**src/rtl/core/rkc_pkg.sv**
```systemverilog
// ----------------------------------------------------------------------------
// rkc_pkg
// Shared types and constants of the RGB 3x3 kernel convolution core.
// ----------------------------------------------------------------------------
package rkc_pkg;

  localparam int KERNEL_SIZE   = 3;
  localparam int KERNEL_TAPS   = KERNEL_SIZE * KERNEL_SIZE;
  localparam int LINES         = KERNEL_SIZE - 1;
  localparam int COEF_BITS     = 8;
  localparam int CHAN_BITS     = 8;
  localparam int NUM_CHAN      = 3;
  localparam int PIX_BITS      = NUM_CHAN * CHAN_BITS;
  localparam int ROW_BITS      = KERNEL_SIZE * COEF_BITS;
  localparam int DEF_MAX_WIDTH = 2048;

  // register file layout
  localparam int CFG_DATA_BITS = 24;
  localparam int CFG_IDX_BITS  = 3;
  localparam int DIV_BITS      = 11;
  localparam int FW_BITS       = 12;
  localparam int OCOL_BITS     = 11;

  // filter arithmetic widths
  localparam int PROD_BITS = COEF_BITS + CHAN_BITS + 1;
  localparam int SUM_BITS  = 20;
  localparam int QUO_BITS  = SUM_BITS - 1;

  typedef enum logic [CFG_IDX_BITS-1:0] {
    REG_KERNEL_TOP    = 3'd0,
    REG_KERNEL_MIDDLE = 3'd1,
    REG_KERNEL_BOTTOM = 3'd2,
    REG_DIVISOR       = 3'd3,
    REG_FRAME_WIDTH   = 3'd4
  } cfg_reg_t;

  localparam logic [ROW_BITS-1:0] KERNEL_TOP_RST    = ROW_BITS'(0);
  localparam logic [ROW_BITS-1:0] KERNEL_MIDDLE_RST = ROW_BITS'(256);
  localparam logic [ROW_BITS-1:0] KERNEL_BOTTOM_RST = ROW_BITS'(0);
  localparam logic [DIV_BITS-1:0] DIVISOR_RST       = DIV_BITS'(1);
  localparam logic [FW_BITS-1:0]  FRAME_WIDTH_RST   = FW_BITS'(2048);

  // lane status seen by the control sequencer
  typedef struct packed {
    logic busy;
    logic done;
  } lane_status_t;

endpackage

```
**src/rtl/core/rkc_lane.sv**
```systemverilog
// ----------------------------------------------------------------------------
// rkc_lane
// One color channel: 9-tap signed multiply-accumulate, bit-serial division by
// the divisor, clamp to 0..255.
// ----------------------------------------------------------------------------
module rkc_lane (
  input  logic                                              clk,
  input  logic                                              rst_n,
  input  logic                                              start,
  input  logic [rkc_pkg::CHAN_BITS-1:0]                     pix [rkc_pkg::KERNEL_TAPS],
  input  logic signed [rkc_pkg::COEF_BITS-1:0]              coef [rkc_pkg::KERNEL_TAPS],
  input  logic [rkc_pkg::DIV_BITS-1:0]                      divisor,
  output logic [rkc_pkg::CHAN_BITS-1:0]                     result,
  output rkc_pkg::lane_status_t                             status
);
  import rkc_pkg::*;

  localparam int CNT_BITS = $clog2(QUO_BITS + 1);

  logic signed [PROD_BITS-1:0] prod_r [KERNEL_TAPS];
  logic signed [SUM_BITS-1:0]  sum_r;
  logic signed [SUM_BITS-1:0]  sum_nxt;
  logic                        prod_vld_r;
  logic                        sum_vld_r;
  logic                        div_busy_r;
  logic [CNT_BITS-1:0]         cnt_r;
  logic [QUO_BITS-1:0]         quo_r;
  logic [QUO_BITS-1:0]         quo_nxt;
  logic [DIV_BITS-1:0]         rem_r;
  logic [DIV_BITS-1:0]         rem_nxt;
  logic [DIV_BITS:0]           trial;
  logic [DIV_BITS:0]           dv;
  logic                        done_r;
  logic [CHAN_BITS-1:0]        result_r;

  // divisor zero acts as one
  assign dv = (divisor == '0) ? (DIV_BITS+1)'(1) : {1'b0, divisor};

  // add the registered products
  always_comb begin
    sum_nxt = '0;
    for (int i = 0; i < KERNEL_TAPS; i++) begin
      sum_nxt = sum_nxt + SUM_BITS'(prod_r[i]);
    end
  end

  // one restoring division step
  always_comb begin
    trial = {rem_r, quo_r[QUO_BITS-1]};
    if (trial >= dv) begin
      rem_nxt = DIV_BITS'(trial - dv);
      quo_nxt = {quo_r[QUO_BITS-2:0], 1'b1};
    end else begin
      rem_nxt = trial[DIV_BITS-1:0];
      quo_nxt = {quo_r[QUO_BITS-2:0], 1'b0};
    end
  end

  // products
  always_ff @(posedge clk) begin
    if (start) begin
      for (int i = 0; i < KERNEL_TAPS; i++) begin
        prod_r[i] <= coef[i] * $signed({1'b0, pix[i]});
      end
    end
  end

  // sum and division datapath
  always_ff @(posedge clk) begin
    if (prod_vld_r) begin
      sum_r <= sum_nxt;
    end
    if (sum_vld_r) begin
      quo_r <= sum_r[QUO_BITS-1:0];
      rem_r <= '0;
    end else if (div_busy_r) begin
      quo_r <= quo_nxt;
      rem_r <= rem_nxt;
    end
  end

  // sequence the lane and clamp the quotient
  always_ff @(posedge clk) begin
    if (!rst_n) begin
      prod_vld_r <= 1'b0;
      sum_vld_r  <= 1'b0;
      div_busy_r <= 1'b0;
      cnt_r      <= '0;
      done_r     <= 1'b0;
      result_r   <= '0;
    end else begin
      prod_vld_r <= start;
      sum_vld_r  <= prod_vld_r;
      if (start) begin
        done_r <= 1'b0;
      end
      if (sum_vld_r) begin
        if (sum_r < 0) begin
          // negative sums clamp to zero without dividing
          result_r <= '0;
          done_r   <= 1'b1;
        end else begin
          div_busy_r <= 1'b1;
          cnt_r      <= CNT_BITS'(QUO_BITS);
        end
      end else if (div_busy_r) begin
        cnt_r <= cnt_r - CNT_BITS'(1);
        if (cnt_r == CNT_BITS'(1)) begin
          div_busy_r <= 1'b0;
          done_r     <= 1'b1;
          result_r   <= (quo_nxt > QUO_BITS'(255)) ? CHAN_BITS'(255)
                                                   : quo_nxt[CHAN_BITS-1:0];
        end
      end
    end
  end

  assign result      = result_r;
  assign status.busy = prod_vld_r | sum_vld_r | div_busy_r;
  assign status.done = done_r;

  // a result never shows while the lane still works
  a_done_idle: assert property (@(posedge clk) disable iff (!rst_n)
    done_r |-> !(prod_vld_r || sum_vld_r || div_busy_r))
    else $error("lane done while busy");
  // the divider counts down once per step
  a_cnt_step: assert property (@(posedge clk) disable iff (!rst_n)
    (div_busy_r && cnt_r != CNT_BITS'(1)) |=> (div_busy_r && cnt_r == $past(cnt_r) - 1'b1))
    else $error("divider step lost");
  // a start pulse always reaches the sum stage, with done cleared
  a_start_done: assert property (@(posedge clk) disable iff (!rst_n)
    start |=> ##1 (sum_vld_r && !done_r))
    else $error("lane sequence broken");

endmodule

```
**config.mk**
```make
export PLATFORM = sky130hd
export DESIGN_NAME = rkc_lane
export DESIGN_NICKNAME = d
export VERILOG_FILES = /design/src/rtl/core/rkc_pkg.sv /design/src/rtl/core/rkc_lane.sv
export SDC_FILE = /design/constraint.sdc
export NUM_CORES = 2
export LEC_CHECK = 0
export BUFFER_PORTS_ARGS = -buffer_cell sky130_fd_sc_hd__buf_2
export CORE_ASPECT_RATIO = 1.4
export CORE_UTILIZATION = 40
export DETAILED_ROUTE_END_ITERATION = 12
export SLEW_MARGIN = 25
export SYNTH_ARGS = -nofsm -noshare
export SYNTH_HDL_FRONTEND = slang
export SYNTH_SLANG_ARGS = --single-unit
```
**constraint.sdc**
```tcl
create_clock -name clk -period 6.04 [get_ports clk]
set_clock_uncertainty 0.15 [all_clocks]
set_input_delay 0.604 -clock clk [delete_from_list [all_inputs] [get_ports clk]]
set_output_delay 0.604 -clock clk [all_outputs]
set_load 0.05 [all_outputs]
```
; Word-level counts from Yosys, hierarchy flattened
; Memory sizes are Yosys's and may differ from the RTL's.
; Cells that the tools add are included.
[op_classes]
n_addsub = 10
mul = 9
div = 0
magnitude_cmp = 3
eq_ne = 3
shift = 0
mux = 24
bitwise = 2
reduce_logical = 5
[op_table]
columns = cell, n
row1 = 8-bit by 9-bit multiplier with 17-bit output, 9
row2 = 20-bit by 17-bit adder with 20-bit output, 5
row3 = 8-bit two-way mux, 5
row4 = 19-bit two-way mux, 2
row5 = 11-bit two-way mux, 2
row6 = 19-bit by 17-bit adder with 20-bit output, 1
row7 = "20-bit by 1-bit < comparator with 1-bit output, second input constant", 1
row8 = 18-bit by 17-bit adder with 19-bit output, 1
row9 = "19-bit by 8-bit greater-than comparator with 1-bit output, second input constant", 1
row10 = 17-bit by 17-bit adder with 18-bit output, 1
row11 = 5-bit two-way mux, 3
row12 = 12-bit by 11-bit greater-or-equal comparator with 1-bit output, 1
row13 = 1-bit two-way mux, 12
row14 = 11-bit zero test, 1
row15 = 11-bit subtractor, 1
row16 = "5-bit by 1-bit == test with 1-bit output, second input constant", 1
row17 = "5-bit by 1-bit subtractor with 5-bit output, second input constant", 1
row18 = 2-bit nonzero test, 2
row19 = 3-bit AND reduction, 1
row20 = "2-bit by 1-bit != test with 1-bit output, second input constant", 1
row21 = "2-bit != test, second input constant", 1
row22 = 1-bit bitwise OR, 2
row23 = 2-bit AND reduction, 1
[totals]
ff_bits = 67
latch_bits = 0
ram_bits = 153
romBits = 0
input_bits = 158
out_inout_bits = 10
word_cells = 66
mem_count = 1
[memory_table]
columns = name, depth, word_bits, read_ports, rd_ports_with_merged_regs, wr, line
row1 = prod_r, 9, 17, 9, 0, 9, rkc_lane.sv:20  ; logic signed [PROD_BITS-1:0] prod_r [KERNEL_TAPS];

; Logic depth before layout (Yosys ltp)
[logic_depth]
ltp_word = 9
mapped_depth = 19
ltp_nobuf = 19

; Worst setup path after synthesis
; No wires, ideal clock.
[synth_timing]
path_type = register to register
startpoint = memory prod_r[0][104] (netlist bit)
endpoint = register sum_r[18], data pin
setup_ps = 258
arrival_ps = 4338
t_required_ps = 5632
path_slack_ps = 1294
path_stages_with_launch = 16
path_buffers = 0
synth_period_minus_slack_ps = 4746
cell_sequence = edfxtp_1 fa_1 fa_1 fa_1 inv_1 fa_1 inv_1 ha_1 fa_1 a21oi_1 o211ai_1 a21oi_2 a211oi_1 a311o_1 a21oi_1 xnor2_1
[synth_rtl]
columns = element, line
row1 = "start, declared", rkc_lane.sv:20
row2 = "end signal, assigned", rkc_lane.sv:71  ; sum_r <= sum_nxt;
row3 = "end, declared", rkc_lane.sv:21  ; logic signed [SUM_BITS-1:0] sum_r;

==> results.json <==
{
  "outcome": "complete, no violations",
  "muxShareOfSynthArea_pct": 1.058,
  "stdcell_area_um2": 33830,
  "syn_area_um2": 31000,
  "grt_max_degree": 102,
  "ys.flop_type": "edfxtp_1",
  "gp_congestion": 0.8443,
  "grt_util_all_layers_pct": 18.13,
  "synth_top_area_share_pct": 29.39,
  "die_area_um2": 78630,
  "root_buffer": "clkbuf_16",
  "ioPinCount": 168,
  "dpl.hpwl_mm": 58.25,
  "port_buffers": 167,
  "slew_violations": 0,
  "holdBufCountCts": 0,
  "synth_warnings": 0,
  "yosys.area_share.adder_pct": 46.34,
  "drtPass1Iterations": 5,
  "die_w_um": 237.3,
  "seq_area_um2": 6327,
  "via_per_inst": 4.799,
  "clkTransAtPathRegs_ps": 60,
  "crit_fanout": 3,
  "synth_edf_count": 192,
  "yosysSeqAreaShare_pct": 20.41,
  "relSlewSlack_pct": 32.48,
  "rsz0062_at_grt": "no",
  "cts_tree": "yes",
  "synth_seq_cells": 220,
  "min_path_type": "input pin to flop",
  "postCtsSetupBuffers": 0,
  "drc_errors": 0,
  "grt_pass1_wl_mm": 113.8,
  "crit_arrival_ps": 5160,
  "cts_sinks": 220,
  "grt_pass1_vias": 22535,
  "vias": 20610,
  "hold_viol_final": 0,
  "yosysUniqueCellTypes": 58,
  "start_kind": "flop",
  "place_area_um2": 33020,
  "min_period_ps": 5027,
  "fp.coreArea_um2": 76570,
  "end_kind": "flop",
  "setup.worst_path.class": "flop to flop",
  "ant_nets": 0,
  "drt-total-wl_mm": 67.86,
  "clk_path_buf_depth": 3,
  "cts_buffers": 25,
  "nNetsFinal": 4334,
  "worstMarginPinSlew_ps": 1011,
  "synth_area_leaders": "fa_1, edfxtp_1, ha_1, inv_1, and2_1",
  "synth_top_family_by_area": "adder cells",
  "synth_nets": 4150,
  "drive_above_1_share_pct": 7.235,
  "yosysMostFrequentCell": "inv_1",
  "grt_overflow": 0,
  "synth_compound_area_share_pct": 5.114,
  "setup_ws_ps": 1013,
  "synthCells": 3117,
  "synthArstFlopShare_pct": 0,
  "setup_violations": 0,
  "finalCritPeriodShare_pct": 83.23,
  "holdWs_ps": 300.4,
  "wire_per_inst_um": 15.80,
  "cap_violations": 0,
  "cts_resized": 0,
  "avgSynthCellArea_um2": 9.945,
  "crit_required_ps": 6170,
  "synth-simple-area-share_pct": 14.23,
  "clkLatencyLatePin_ps": 540,
  "die_h_um": 331.4,
  "rows": 120,
  "synth-xor-area-share_pct": 3.673,
  "max_freq_ghz": 0.1989,
  "start_util_pct": 40.48,
  "n_fill_cell": 7461,
  "antenna_found_initial": 4,
  "r2r_slack_ps": 1010,
  "multi_input_area_um2": 21830,
  "fin_setup_tns_ps": 0,
  "synthTopCellsByCount": "inv_1, fa_1, ha_1",
  "drtIter0Drc": 721,
  "ctsHtreeMaxLevel": 1,
  "pre_cts_ws_ps": 956.7,
  "area_growth_pct": 9.151,
  "synth_largest_area_cell": "fa_1"
}
[worst max-delay path, stage by stage (launching register included)]
cell and delay, ps:
edfxtp_1 420, fa_1 580, fa_1 450, fa_1 550, inv_1 50, fa_1 470
inv_1 40, ha_1 210, fa_1 460, a21oi_1 230, o211ai_1 180, a21oi_2 220
a211oi_1 140, a311o_1 380, a21oi_1 180, xnor2_1 80
[worst paths after layout]
kind | start | endpoint | cells past startpoint
hold / removal | rst_n | done_r | 2
setup / recovery | prod_r[0][104] | sum_r[18] | 15
setup reg to reg | prod_r[0][104] | sum_r[18] | 15
hold reg to reg | done_r | done_r | 2
[layout by cell type (no fill, tap or decap), types with 22 or more instances in the layout]
master and instances:
o21ai_0 43, buf_2 166, ha_1 420, nor2_1 111, nand2_1 263, and2_1 290, dfxtp_1 27, mux2_2 22
nand2b_1 71, xnor2_1 119, edfxtp_1 192, nand3_1 22, o21a_1 26, a21oi_1 78, inv_1 744, clkbuf_16 25
nor3_1 25, fa_1 455
[logic make-up (layout without fill, tap and decap cells)]
kind of cell               count (synthesis)  in the layout
AOI/OAI and AO/OA                        246            246
and+or+nand+nor                          861            861
buffers and inverters                    755            955
xor gates and xnor gates                 130            130
adders and majority gates                875            875
DFF                                      220            220
muxes                                     30             30
other                                      0              2
[metrics by stage]
step / util [%] / instances
2_1_floorplan: - / 3117
3_3_place_gp: 43.12 / 4250
3_5_place_dp: 43.12 / 4250
4_1_cts: 44.18 / 4293
5_1_grt: 44.18 / 4295
6_report: 44.18 / 4295
[cell type report]
cell class / instances / share of cell area, %
Clock buffer: 28 / 1.882
Multi-Input combinational cell: 2142 / 64.51
Antenna cell: 2 / 0.01479
Timing Repair Buffer: 168 / 2.511
Clock inverter: 15 / 0.5177
Sequential cell: 220 / 18.70
Inverter: 744 / 8.254
Tap cell: 976 / 3.609
[flip-flops by register name, indices dropped and copies added (netlist names)]
signal,flops
prod_r,153
sum_r,20
quo_r,19
rem_r,11
result,8
cnt_r,5
div_busy_r,1
done_r,1
prod_vld_r,1
sum_vld_r,1
[layer usage]
| metal | up-vias | wire length (um) | track usage [%] |
|---|---|---|---|
| li1 | 10109 | - | - |
| met1 | 10143 | 26790 | 20.93 |
| met2 | 265 | 37710 | 35.29 |
| met3 | 91 | 1412 | 1.332 |
| met4 | 2 | 1927 | 5.051 |
| met5 | - | 13 | 0 |
Power is left out: the tool's default activity adds up to more than one toggle a clock period on the data nets, which glitch-free logic cannot reach.
